==> src/swia_pkg.sv <==
// -----------------------------------------------------------------------------
// swia_pkg
// Shared types and constants for the signed wide integer ALU.
// -----------------------------------------------------------------------------
package swia_pkg;

  localparam int DW        = 64;  // port data width
  localparam int HW        = 32;  // multiplier half width
  localparam int WIDTH_DEF = 64;  // default operating width

  typedef enum logic [2:0] {
    OP_ADD = 3'd0,
    OP_SUB = 3'd1,
    OP_MUL = 3'd2,
    OP_DIV = 3'd3,
    OP_CMP = 3'd4,
    OP_SHL = 3'd5,
    OP_SHR = 3'd6,
    OP_NOP = 3'd7
  } swia_op_t;

  // Payload carried down the pipeline
  typedef struct packed {
    swia_op_t        op;
    logic [DW-1:0]   res;   // finished result for simple ops
    logic [DW-1:0]   p0;    // aL*bL
    logic [HW-1:0]   p1;    // aH*bL, low half
    logic [HW-1:0]   p2;    // aL*bH, low half
    logic            neg;   // quotient sign
    logic            dz;    // zero divisor
    logic            gt;
    logic            eq;
    logic [DW-1:0]   n;     // dividend magnitude
    logic [DW-1:0]   d;     // divisor magnitude
    logic [DW-1:0]   q;     // partial quotient
    logic [DW-1:0]   r;     // partial remainder
  } swia_stage_t;

endpackage

==> src/swia_div_stage.sv <==
// -----------------------------------------------------------------------------
// swia_div_stage
// One restoring-division step: shift in a dividend bit, trial subtract.
// -----------------------------------------------------------------------------
module swia_div_stage #(
  parameter int BIT = 0
) (
  input  logic                  clk,
  input  logic                  rst_n,
  input  logic                  en,
  input  logic                  in_vld,
  input  swia_pkg::swia_stage_t in_stg,
  output logic                  vld_r,
  output swia_pkg::swia_stage_t stg_r
);
  import swia_pkg::*;

  logic [DW:0]  r_sh;
  logic         take;
  swia_stage_t  stg_nxt;

  always_comb begin
    r_sh    = {in_stg.r, in_stg.n[BIT]};
    take    = (r_sh >= {1'b0, in_stg.d});
    stg_nxt = in_stg;
    if (take) begin
      stg_nxt.r      = DW'(r_sh - {1'b0, in_stg.d});
      stg_nxt.q[BIT] = 1'b1;
    end else begin
      stg_nxt.r = r_sh[DW-1:0];
    end
  end

  always_ff @(posedge clk) begin
    if (!rst_n) begin
      vld_r <= 1'b0;
    end else if (en) begin
      vld_r <= in_vld;
    end
  end

  always_ff @(posedge clk) begin
    if (en) begin
      stg_r <= stg_nxt;
    end
  end

endmodule

==> config.mk <==
export PLATFORM = sky130hd
export DESIGN_NAME = swia_div_stage
export DESIGN_NICKNAME = d
export VERILOG_FILES = /design/src/swia_pkg.sv /design/src/swia_div_stage.sv
export SDC_FILE = /design/constraint.sdc
export NUM_CORES = 1
export LEC_CHECK = 0
export BUFFER_PORTS_ARGS = -buffer_cell sky130_fd_sc_hd__buf_2
export CAP_MARGIN = 5
export CORE_AREA = 2 2 359 361
export CTS_BUF_LIST = sky130_fd_sc_hd__clkbuf_8
export DETAILED_ROUTE_END_ITERATION = 8
export DIE_AREA = 0 0 361 363
export HOLD_SLACK_MARGIN = 0.02
export MAX_ROUTING_LAYER = met4
export SETUP_SLACK_MARGIN = 0.4
export SYNTH_ARGS = -nofsm -noshare
export SYNTH_HDL_FRONTEND = slang
export SYNTH_SLANG_ARGS = --single-unit
==> constraint.sdc <==
create_clock -name clk -period 4.63 [get_ports clk]
set_input_delay 0.926 -clock clk [delete_from_list [all_inputs] [get_ports clk]]
set_output_delay 0.926 -clock clk [all_outputs]
set_load 0.02 [all_outputs]
**Word level (Yosys, flattened, before mapping)**

Cells that the tools add are included.

- Register bits after elaboration: 456
- Input port bits: 459
- Output and inout bits: 456
- Word-level logic and storage cells: 18

- $add $sub $neg: 1
- $lt $le $gt $ge: 1
- Multiplexer cells: 1

Operators by type and width:

| cell | count |
|---|---|
| >= comparator 65 x 64 -> 1 bit | 1 |
| 2-to-1 mux 64 bit | 1 |
| subtractor 64 bit | 1 |

**Logic depth before layout (Yosys ltp)**

- Word-level depth: 2
- Depth in mapped cells: 16
- Depth with buffers taken out: 13

**Worst setup path before layout**

Ideal clock, no wire load.

- Path type: input -> register
- From: input port in_stg[137] (netlist name)
- To: register stg_r[55] (netlist name), data pin
- Setup time: 0.266 ns
- Arrival time: 3.408 ns
- Data required time: 4.364 ns
- Setup slack: 0.955 ns
- Cell stages on the path: 16
- Path through: inv_1 > ha_1 > clkbuf_1 > nand2_1 > or3b_1 > a21oi_2 > o22a_2 > nand2_1 > a31o_1 > a221oi_2 > a21oi_2 > buf_6 > buf_6 > buf_2 > nand2_1 > o41ai_2

RTL lines:

| element | RTL line | RTL |
|---|---|---|
| start: declaration | swia_div_stage.sv:12 | `input swia_pkg::swia_stage_t in_stg,` |
| end signal: assignment | swia_div_stage.sv:44 | `stg_r <= stg_nxt;` |
| end: declaration | swia_div_stage.sv:14 | `output swia_pkg::swia_stage_t stg_r` |

==> run_results.csv <==
group,metric,value,unit
cts,insertion_delay,770,ps
timing,fin_ws,878,ps
cts,cts_buffer_depth,3,
cts,ctsHoldBuffers,0,
place,io_buffer_count,914,
min_path,hold_class,"in2reg",
timing,hold_ws,299,ps
final_layout,final_nets,2795,
floorplanning,die_width,361,µm
timing,setup_viol,0,
floorplanning,start_util,0.146,
setup_path,crit_required,5210,ps
yosys,synth_seq_area_share,0.740,
setup_path,endpoint_kind,"register",
final_layout,drive_above_1_share,0.471,
power,p_int,0.00810,W
global_route,busiest_layer,"met2",
global_route,use_met2,0.270,
outcome,status,"finished, final reports clean",
place,place.gp.congestion,0.886,
timing,drv_slew,0,
place,pre_cts_slack,160,ps
detailed_routing,firstDrtPassIters,5,
yosys,yosys.area.top_type_share,0.738,
detailed_routing,routedWlPerCell,27.7,µm
detailed_routing,drtIter0Drc,1216,
yosys,syn_avg_cell_area,14.8,µm²
floorplanning,dieArea,131000,µm²
power,power_density,428,nW/µm²
global_route,grt.met1_usage,0.194,
cts,cts.reportedPaths.clkPinSlew,70,ps
yosys,syn_area,18500,µm²
global_route,grt_pass1_vias,15200,
place,placed_cells,3839,
detailed_routing,vias,15400,
timing,fin_worst_skew,0,ps
detailed_routing,wirelength,112,mm
place,hpwl,95.0,mm
yosys,syn_inst,1251,
detailed_routing,drcViolationCount,0,
timing,layout_min_cycle_time,3750,ps
power,power_leakage,11.6,nW
cts,htree_levels,3,
cts,cts_tree,"done",
floorplanning,die_h,363,µm
cts,root_buffer,"clkbuf_8",
cts,cts.sinks,456,
timing,setup-tns-final,0,ps
global_route,grt_pass1_wl,142,mm
floorplanning,io_pins,915,
cts,cts_buffers,92,
timing,finalHoldViolations,0,
global_route,antenna_found_initial,118,
global_route,grt_max_degree,108,
yosys,ys_ff_latch,456,
timing,worstMarginPinSlew,1030,ps
floorplanning,design.core.area,127000,µm²
yosys,synthFlopType,"edfxtp_1",
power,p_seq_frac,0.433,
job,drv_cap,0,
final_layout,instances_no_fill,4052,
yosys,synth_cell_type_count,66,
timing,rsz0062_at_grt,"false",
yosys,yosysMostFrequentCell,"edfxtp_1",
detailed_routing,viasPerCell,3.80,
yosys,synth_edf_count,455,
yosys,synth_nets,1775,
power,switchingPower,0.00367,W
floorplanning,rows,131,
setup_path,cp_max_fo,27,
yosys,yosysWarnings,0,
cts,postCtsResizedCells,0,
global_route,grt-ovfl-total,0,
power,vdd_drop_max,0.225,mV
yosys,ys_top_cells_by_count,"455 x edfxtp_1, 115 x nand2_1, 90 x o21ai_0, 82 x inv_1, 80 x a21oi_1",
yosys,synth_top_cell_by_area,"edfxtp_1",
detailed_routing,ant_nets,0,
global_route,grt_util_met3,0.0756,
power,p_clk_frac,0.378,
setup_path,critical_path_class,"in2reg",
timing,post-route-period-util,0.810,
timing,fmax,267,MHz
cts,cts_setup_buffers,0,
final_layout,area_growth,48.7,%
timing,max_slew_margin,0.315,
yosys,synthTopCellsByArea,"edfxtp_1 74%, ha_1 4.3%, o21ai_0 2.4%",
yosys,async_flop_share,0,
global_route,grt_usage,0.169,
power,comb_power_share,0.188,
setup_path,cp.arrival,4330,ps
power,p_sw_frac,0.312,
setup_path,cp-start-kind,"primary input",
## sequential cells by signal, summed over array words and instances, names as in the netlist
register and cells:
stg_r 455, vld_r 1
## placed cells by master, fill, tap and decap left out, types with 4 or more instances in the layout
master / instances
nor2_1: 46
or3_1: 4
nor2b_1: 14
diode_2: 48
xnor2_1: 36
edfxtp_1: 455
a211oi_1: 7
buf_12: 8
a21boi_0: 4
o21ai_1: 10
nand2b_1: 10
o21bai_1: 17
buf_4: 46
buf_2: 913
nand4_1: 28
o211ai_1: 6
a21o_1: 29
and2_1: 5
bufinv_16: 9
clkinv_1: 21
clkbuf_8: 93
a31oi_1: 5
clkinv_2: 12
xor2_1: 20
o31ai_1: 5
o21a_1: 6
nor3_1: 10
nand2_1: 115
and3_1: 7
ha_1: 64
nand3_1: 9
inv_1: 100
clkinvlp_4: 5
a21oi_1: 80
o21ai_0: 90
## power by group through the flow
stage	clock (W)	sequential [W]	combinational [W]
2_1_floorplan	0	0.00565	0.000546
3_3_place_gp	0	0.00518	0.00226
3_5_place_dp	0	0.00517	0.00226
4_1_cts	0.00465	0.00510	0.00227
5_1_grt	0.00480	0.00513	0.00237
6_report	0.00445	0.00510	0.00222
## critical path, stage by stage
cell      delay (ps)
buf_2            120
inv_1             90
ha_1             460
nand4_1          260
o21ai_0          430
a21oi_1          180
a2111o_1         400
a31o_1           230
a221oi_2         420
a21oi_4          150
buf_12           190
buf_12           170
o31ai_1          250
## metal layers
layer / share of wire / vias up / routed length, µm
met1: 0.39 / 7508 / 43900
met2: 0.47 / 896 / 52400
met5: 0 / - / 0
met4: 0.025 / 0 / 2760
li1: - / 6831 / -
met3: 0.12 / 171 / 13200
## worst paths after layout
kind,start,end,slack (ps),cells after the start
min reg2reg,vld_r,vld_r,530,2
min,in_stg[243],stg_r[243],300,1
max,in_stg[160],stg_r[5],880,13
max reg2reg,vld_r,vld_r,4030,2
## cell families after synthesis
| family | Yosys count | synth area share |
|---|---|---|
| fa+ha+maj | 65 | 0.0444 |
| simple gates | 263 | 0.0681 |
| compound gates | 285 | 0.0938 |
| buf+inv | 124 | 0.0266 |
| mux | 2 | 0.00108 |
| xor+xnor | 56 | 0.0265 |
| flops | 456 | 0.740 |
## cell type report
class / count / area [µm²]
inverters: 82 / 308
flip-flops and latches: 456 / 13700
diodes: 48 / 120
well taps: 1662 / 2080
clock inverters: 72 / 624
repair buffers: 968 / 5090
fillers: 13700 / 99500
clock buffers: 93 / 1280
multi-input cells: 671 / 4330
## stage by stage
step	utilization	power [W]	cell area [µm²]
final	0.217	0.0118	27500
after global placement	0.201	0.00744	25500
after CTS	0.216	0.0120	27400
after detailed placement	0.201	0.00743	25500
after global routing	0.216	0.0123	27500
after floorplan	-	0.00620	18500
Power figures use the tool's default switching activity.
