**config.mk**
```make
export PLATFORM = sky130hd
export DESIGN_NAME = swia_back
export DESIGN_NICKNAME = d
export VERILOG_FILES = /design/src/swia_pkg.sv /design/src/swia_back.sv
export SDC_FILE = /design/constraint.sdc
export NUM_CORES = 1
export LEC_CHECK = 0
export BUFFER_PORTS_ARGS = -buffer_cell sky130_fd_sc_hd__buf_2
export CAP_MARGIN = 30
export CORE_AREA = 3 3 201 203
export CTS_CLUSTER_SIZE = 30
export DETAILED_ROUTE_END_ITERATION = 16
export DIE_AREA = 0 0 204 206
export GPL_ROUTABILITY_DRIVEN = 0
export GPL_TIMING_DRIVEN = 0
export PLACE_DENSITY = 0.45
export SYNTH_ARGS = -nofsm -noshare
export SYNTH_HDL_FRONTEND = slang
export SYNTH_SLANG_ARGS = --single-unit
```
**constraint.sdc**
```tcl
create_clock -name clk -period 6.5 [get_ports clk]
set_input_delay 0.975 -clock clk [delete_from_list [all_inputs] [get_ports clk]]
set_output_delay 0.975 -clock clk [all_outputs]
set_load 0.05 [all_outputs]
```
**src/swia_pkg.sv**
```systemverilog
// -----------------------------------------------------------------------------
// swia_pkg
// Shared types and constants for the signed wide integer ALU.
// -----------------------------------------------------------------------------
package swia_pkg;

  localparam int DW        = 64;  // port data width
  localparam int HW        = 32;  // multiplier half width
  localparam int WIDTH_DEF = 64;  // default operating width

  typedef enum logic [2:0] {
    OP_ADD = 3'd0,
    OP_SUB = 3'd1,
    OP_MUL = 3'd2,
    OP_DIV = 3'd3,
    OP_CMP = 3'd4,
    OP_SHL = 3'd5,
    OP_SHR = 3'd6,
    OP_NOP = 3'd7
  } swia_op_t;

  // Payload carried down the pipeline
  typedef struct packed {
    swia_op_t        op;
    logic [DW-1:0]   res;   // finished result for simple ops
    logic [DW-1:0]   p0;    // aL*bL
    logic [HW-1:0]   p1;    // aH*bL, low half
    logic [HW-1:0]   p2;    // aL*bH, low half
    logic            neg;   // quotient sign
    logic            dz;    // zero divisor
    logic            gt;
    logic            eq;
    logic [DW-1:0]   n;     // dividend magnitude
    logic [DW-1:0]   d;     // divisor magnitude
    logic [DW-1:0]   q;     // partial quotient
    logic [DW-1:0]   r;     // partial remainder
  } swia_stage_t;

endpackage

```
**src/swia_back.sv**
```systemverilog
// -----------------------------------------------------------------------------
// swia_back
// Final stage: product sum, quotient sign, result select, output register.
// -----------------------------------------------------------------------------
module swia_back #(
  parameter int WIDTH = swia_pkg::WIDTH_DEF
) (
  input  logic                  clk,
  input  logic                  rst_n,
  input  logic                  en,
  input  logic                  in_vld,
  input  swia_pkg::swia_stage_t in_stg,
  output logic                  vld_r,
  output logic [63:0]           res_r,
  output logic                  gt_r,
  output logic                  eq_r,
  output logic                  dz_r
);
  import swia_pkg::*;

  localparam logic [DW-1:0] MASK = {DW{1'b1}} >> (DW - WIDTH);

  logic [DW-1:0] q, v, res_nxt;
  logic [HW-1:0] mid_sum;

  always_comb begin
    mid_sum = in_stg.p1 + in_stg.p2;
    q       = in_stg.dz ? MASK : (in_stg.q & MASK);
    case (in_stg.op)
      OP_MUL:  v = (in_stg.p0 + {mid_sum, {HW{1'b0}}}) & MASK;
      OP_DIV:  v = in_stg.neg ? ((~q + 1'b1) & MASK) : q;
      default: v = in_stg.res;
    endcase
    res_nxt = v[WIDTH-1] ? (v | ~MASK) : v;
  end

  always_ff @(posedge clk) begin
    if (!rst_n) begin
      vld_r <= 1'b0;
    end else if (en) begin
      vld_r <= in_vld;
    end
  end

  always_ff @(posedge clk) begin
    if (en) begin
      res_r <= res_nxt;
      gt_r  <= (in_stg.op == OP_CMP) && in_stg.gt;
      eq_r  <= (in_stg.op == OP_CMP) && in_stg.eq;
      dz_r  <= (in_stg.op == OP_DIV) && in_stg.dz;
    end
  end

endmodule

```
[Word-level counts from Yosys, hierarchy flattened]
Index checks and enable logic that the tools add are counted.
Widths: inputs -> output; s select.
Word-level totals
  logic and storage cells: 18
  register bits: 68
Operators by class
  reductions and logical operators: 3
  $add $sub $neg: 3
  equality and inequality tests: 3
  bitwise gates (word level): 1
  mux-type cells: 3
Operators with widths (number)
  $mux 64: 2
  $pmux 64 s2: 1
  $add 64x1->64 const B: 1
  $add 64x64->64: 1
  $not 64->64: 1
  $add 32x32->32: 1
  $eq 3x2->1 const B: 2
  $eq 3x3->1 const B: 1
  $logic_and 1x1->1: 3

[Logic depth before layout (Yosys ltp)]
  word-level depth: 5
  mapped depth: 22
  gate-level depth less buffers: 22

[Least setup slack after synthesis]
Ideal clock, no wire load.
  path type: in2reg
  start: in in_stg[260] (netlist name)
  end: reg res_r[63], data pin
  data required time: 6.227 ns
  cell stages on the path: 20
  setup time: 0.273 ns
  setup slack: 1.572 ns
  arrival: 4.655 ns
  cell sequence: ha_1 > inv_1 > fa_1 > nor2b_1 > o21a_1 > o21ai_0 > a21oi_1 > o21ai_0 > o221ai_1 > a2111oi_0 > o21bai_1 > xor2_1 > ha_1 > a21oi_1 > o21ai_0 > or4_1 > o21ai_0 > o211ai_1 > xor2_1 > a21oi_1
Between the ends
  cells in the longest elaborated chain, start to end: 3
RTL lines
  from (decl): RTL line swia_back.sv:12  | input swia_pkg::swia_stage_t in_stg,
  $add 32x32->32: RTL line swia_back.sv:27  | mid_sum = in_stg.p1 + in_stg.p2;
  $add 64x64->64: RTL line swia_back.sv:30  | OP_MUL: v = (in_stg.p0 + {mid_sum, {HW{1'b0}}}) & MASK;
  $pmux 64 s2: RTL line swia_back.sv:29  | case (in_stg.op)
  net res_nxt[63]: RTL line swia_back.sv:23  | logic [DW-1:0] q, v, res_nxt;
  to (signal assigned): RTL line swia_back.sv:47  | res_r <= res_nxt;
  to (decl): RTL line swia_back.sv:14  | output logic [63:0] res_r,
The timed path passes the listed nets, and every way through them passes these cells.
A chain may end at the register's enable or synchronous reset.

[Worst setup path after layout]
Ends and elaborated chain as after synthesis.

==> run metrics <==
Area after DPL between 0.01 and 0.015 mm2; Synth top area share 0.235; Synth Cell Area ~0.0086 mm2; initial antenna violation count 14; drt total wl around 44000 um; DRT antenna net count 0; maximum clock rate about 170 MHz; HPWL after DPL between 30000 and 40000 um; Worst R2R Path Depth 2; Psw roughly 1000 uW; minimum clock period just under 6 ns; clock sinks 68; cell area after layout roughly 0.011 mm2; setup total negative slack 0 ns; Hold-fix buffers, CTS 0; Setup violations, final 0; first-pass GRT wire length between 60000 and 70000 um; R2R Path End vld_r; remaining global-route overflow 0; number of post-CTS setup repair buffers 0; # rows 72; DRC viols 0; count leader, synth nor2_1; Die X about 200 um; clk buf depth 2; met2 wire length approximately 20000 um; Tcrit/Tclk final 0.887; kind of critical path input port to flip-flop; DR pass1 iterations 5; nets about 2.0k; combinational share of power 0.525; FF+latch count, synth 68; Switching Share 0.441; Final Max Slew Viols 0; synth top area cells edfxtp_1, ha_1, nor2_1; RSZ-0062 raised after global routing false; vias in the first global route around 9.5k; Max IR drop VDD between 100 and 150 uV; Post-Route Skew 0 ns; Fillers between 4k and 5k; Num CTS Buffers 9; Avg Vias per Cell approximately 4.9; top cells by count, synth nor2_1, nand2_1, o21ai_0, a21oi_1, ha_1; Finished Core Util 0.291; CP Max Fanout 8; Synth-to-Final Area Change 31.3%; Worst-Skew Late Latency around 0.35 ns; Int Pwr roughly 1300 uW; synthesized area per cell 7.78 um2; Final Worst Setup Slack 0.738 ns; Pwr Total ~2300 uW; crit path launch type input port; dominant cell type by area after synthesis edfxtp_1; Iter 0 DRT Violations 612; number of synthesized flops with an enable pin 67; crit path DAT 5.83 ns; Post-Place Worst Slack about 0.33 ns; Clock Power Share 0.239; Seq/Total Area, Yosys 0.237; I/O pins about 530; PortBufs 333; Core Box Area ~0.039 mm2; Synth cell types 80; Synth Instances approximately 1.1k; met3 routed WL roughly 3500 um; Slew @ Worst Pin between 0.9 and 1 ns; outcome finished clean; Top FF cell, synth edfxtp_1; Total GRT Usage 0.201; worst min path class flip-flop to flip-flop; Reg power frac 0.236; root buffer cell clkbuf_16; Worst EP required approximately 6.6 ns; Worst setup endpoint res_r[63]; worst setup path start in_stg[260]; fraction of layout cells with a size suffix above 1 0.265; H-tree depth 3; Starting Density 0.222; max layer used met5; Syn. warnings 0; M1 WL ~20000 um; Final Hold Fails 0; Vias 9758; MaxCap Viol Count 0; Synth Net Count 1632; WL/cell about 22 um; Slew HR 0.375; Die ar. approximately 0.042 mm2; CTS tree built; Clock Pin Slew Worst Setup and Hold Paths approximately 0.060 ns; Critical R2R Launch vld_r; Worst setup EP type flip-flop; async set or reset register ratio after synthesis 0; Cell Pwr Density roughly 210 mW/mm2; largest net degree at the start of global routing 39; Post-CTS Resized 0; Leakage just under 0.005 uW; R2R setup slack between 5 and 6 ns; die height around 210 um
[flip-flops by register name (all words and copies together), names as in the netlist]
signal	cells
vld_r	1
dz_r	1
eq_r	1
res_r	64
gt_r	1
[worst max-delay path: stages]
cell and delay [ns]:
buf_2 0.10, ha_1 0.23, inv_1 0.07, fa_1 0.19, nor2b_1 0.06, o21a_1 0.18
o21ai_0 0.23, a21oi_1 0.15, o21ai_0 0.53, o21ai_0 0.33, a221oi_1 0.52, o21ba_2 0.21
xnor2_1 0.17, ha_1 0.29, clkbuf_1 0.19, a21o_1 0.26, or4_1 0.40, o21ai_0 0.30
o211ai_1 0.16, xor2_1 0.18, a21oi_1 0.08
[metal layers]
layer,vias to the layer above,GRT usage
met1,4525,0.266
li1,4767,-
met4,14,0.0575
met5,-,0
met2,395,0.327
met3,57,0.0485
[metrics by stage]
step | std cells | hold WS (ns)
3_3_place_gp | 1952 | 0.498
6_report | 1977 | 0.522
4_1_cts | 1969 | 0.528
5_1_grt | 1973 | 0.555
2_1_floorplan | 1101 | 0.743
3_5_place_dp | 1953 | 0.514
[area by class of cell]
cell class              instances  area (um2)  area share
flip-flops and latches         68        2030       0.181
plain buffers                  50         201      0.0179
inverters                      30         113      0.0100
clock inverters                 4        72.6     0.00646
multi-input cells             953        6210       0.553
clock buffers                  12         246      0.0219
repair buffers                334        1690       0.150
diodes                          8        20.0     0.00178
well taps                     518         648      0.0577
[kinds of logic after synthesis]
kind of cell,share of synthesized area
xor+xnor,0.0859
simple gates,0.232
compound gates,0.265
mux,0.0362
fa+ha+maj,0.107
buf+inv,0.0367
flops,0.237
[cell usage in the layout (no fill, tap or decap), types with 10 or more instances in the layout]
master    netlist  routed
buf_2           2     334
nor2_1        146     146
nand2_1       118     118
o21ai_0       109     109
a21oi_1        81      81
ha_1           70      70
edfxtp_1       67      67
xnor2_1        46      46
clkbuf_1       40      42
xor2_1         38      38
a21o_1         31      31
mux2i_1        31      31
inv_1          28      28
nand3_1        28      28
nor3_1         21      21
a211oi_1       17      17
nand2b_1       14      14
a31oi_1        13      13
o221ai_1       13      13
nor4_1         11      11
or3_1          10      10
[how the worst min path moves through the flow]
stage	from	slack [ns]	cells past startpoint	end
after floorplan	vld_r	0.74	2	vld_r
after global placement	vld_r	0.50	2	vld_r
after detailed placement	vld_r	0.51	2	vld_r
after CTS	vld_r	0.53	2	vld_r
after global routing	vld_r	0.55	2	vld_r
final	vld_r	0.52	2	vld_r
[power by group through the flow]
stage | logic (uW) | clock network [uW] | registers (uW)
3_5_place_dp | 1220 | 0 | 559
4_1_cts | 1230 | 574 | 551
3_3_place_gp | 1210 | 0 | 560
6_report | 1220 | 558 | 550
2_1_floorplan | 637 | 0 | 718
5_1_grt | 1340 | 590 | 554
Power figures use the tool's default switching activity.
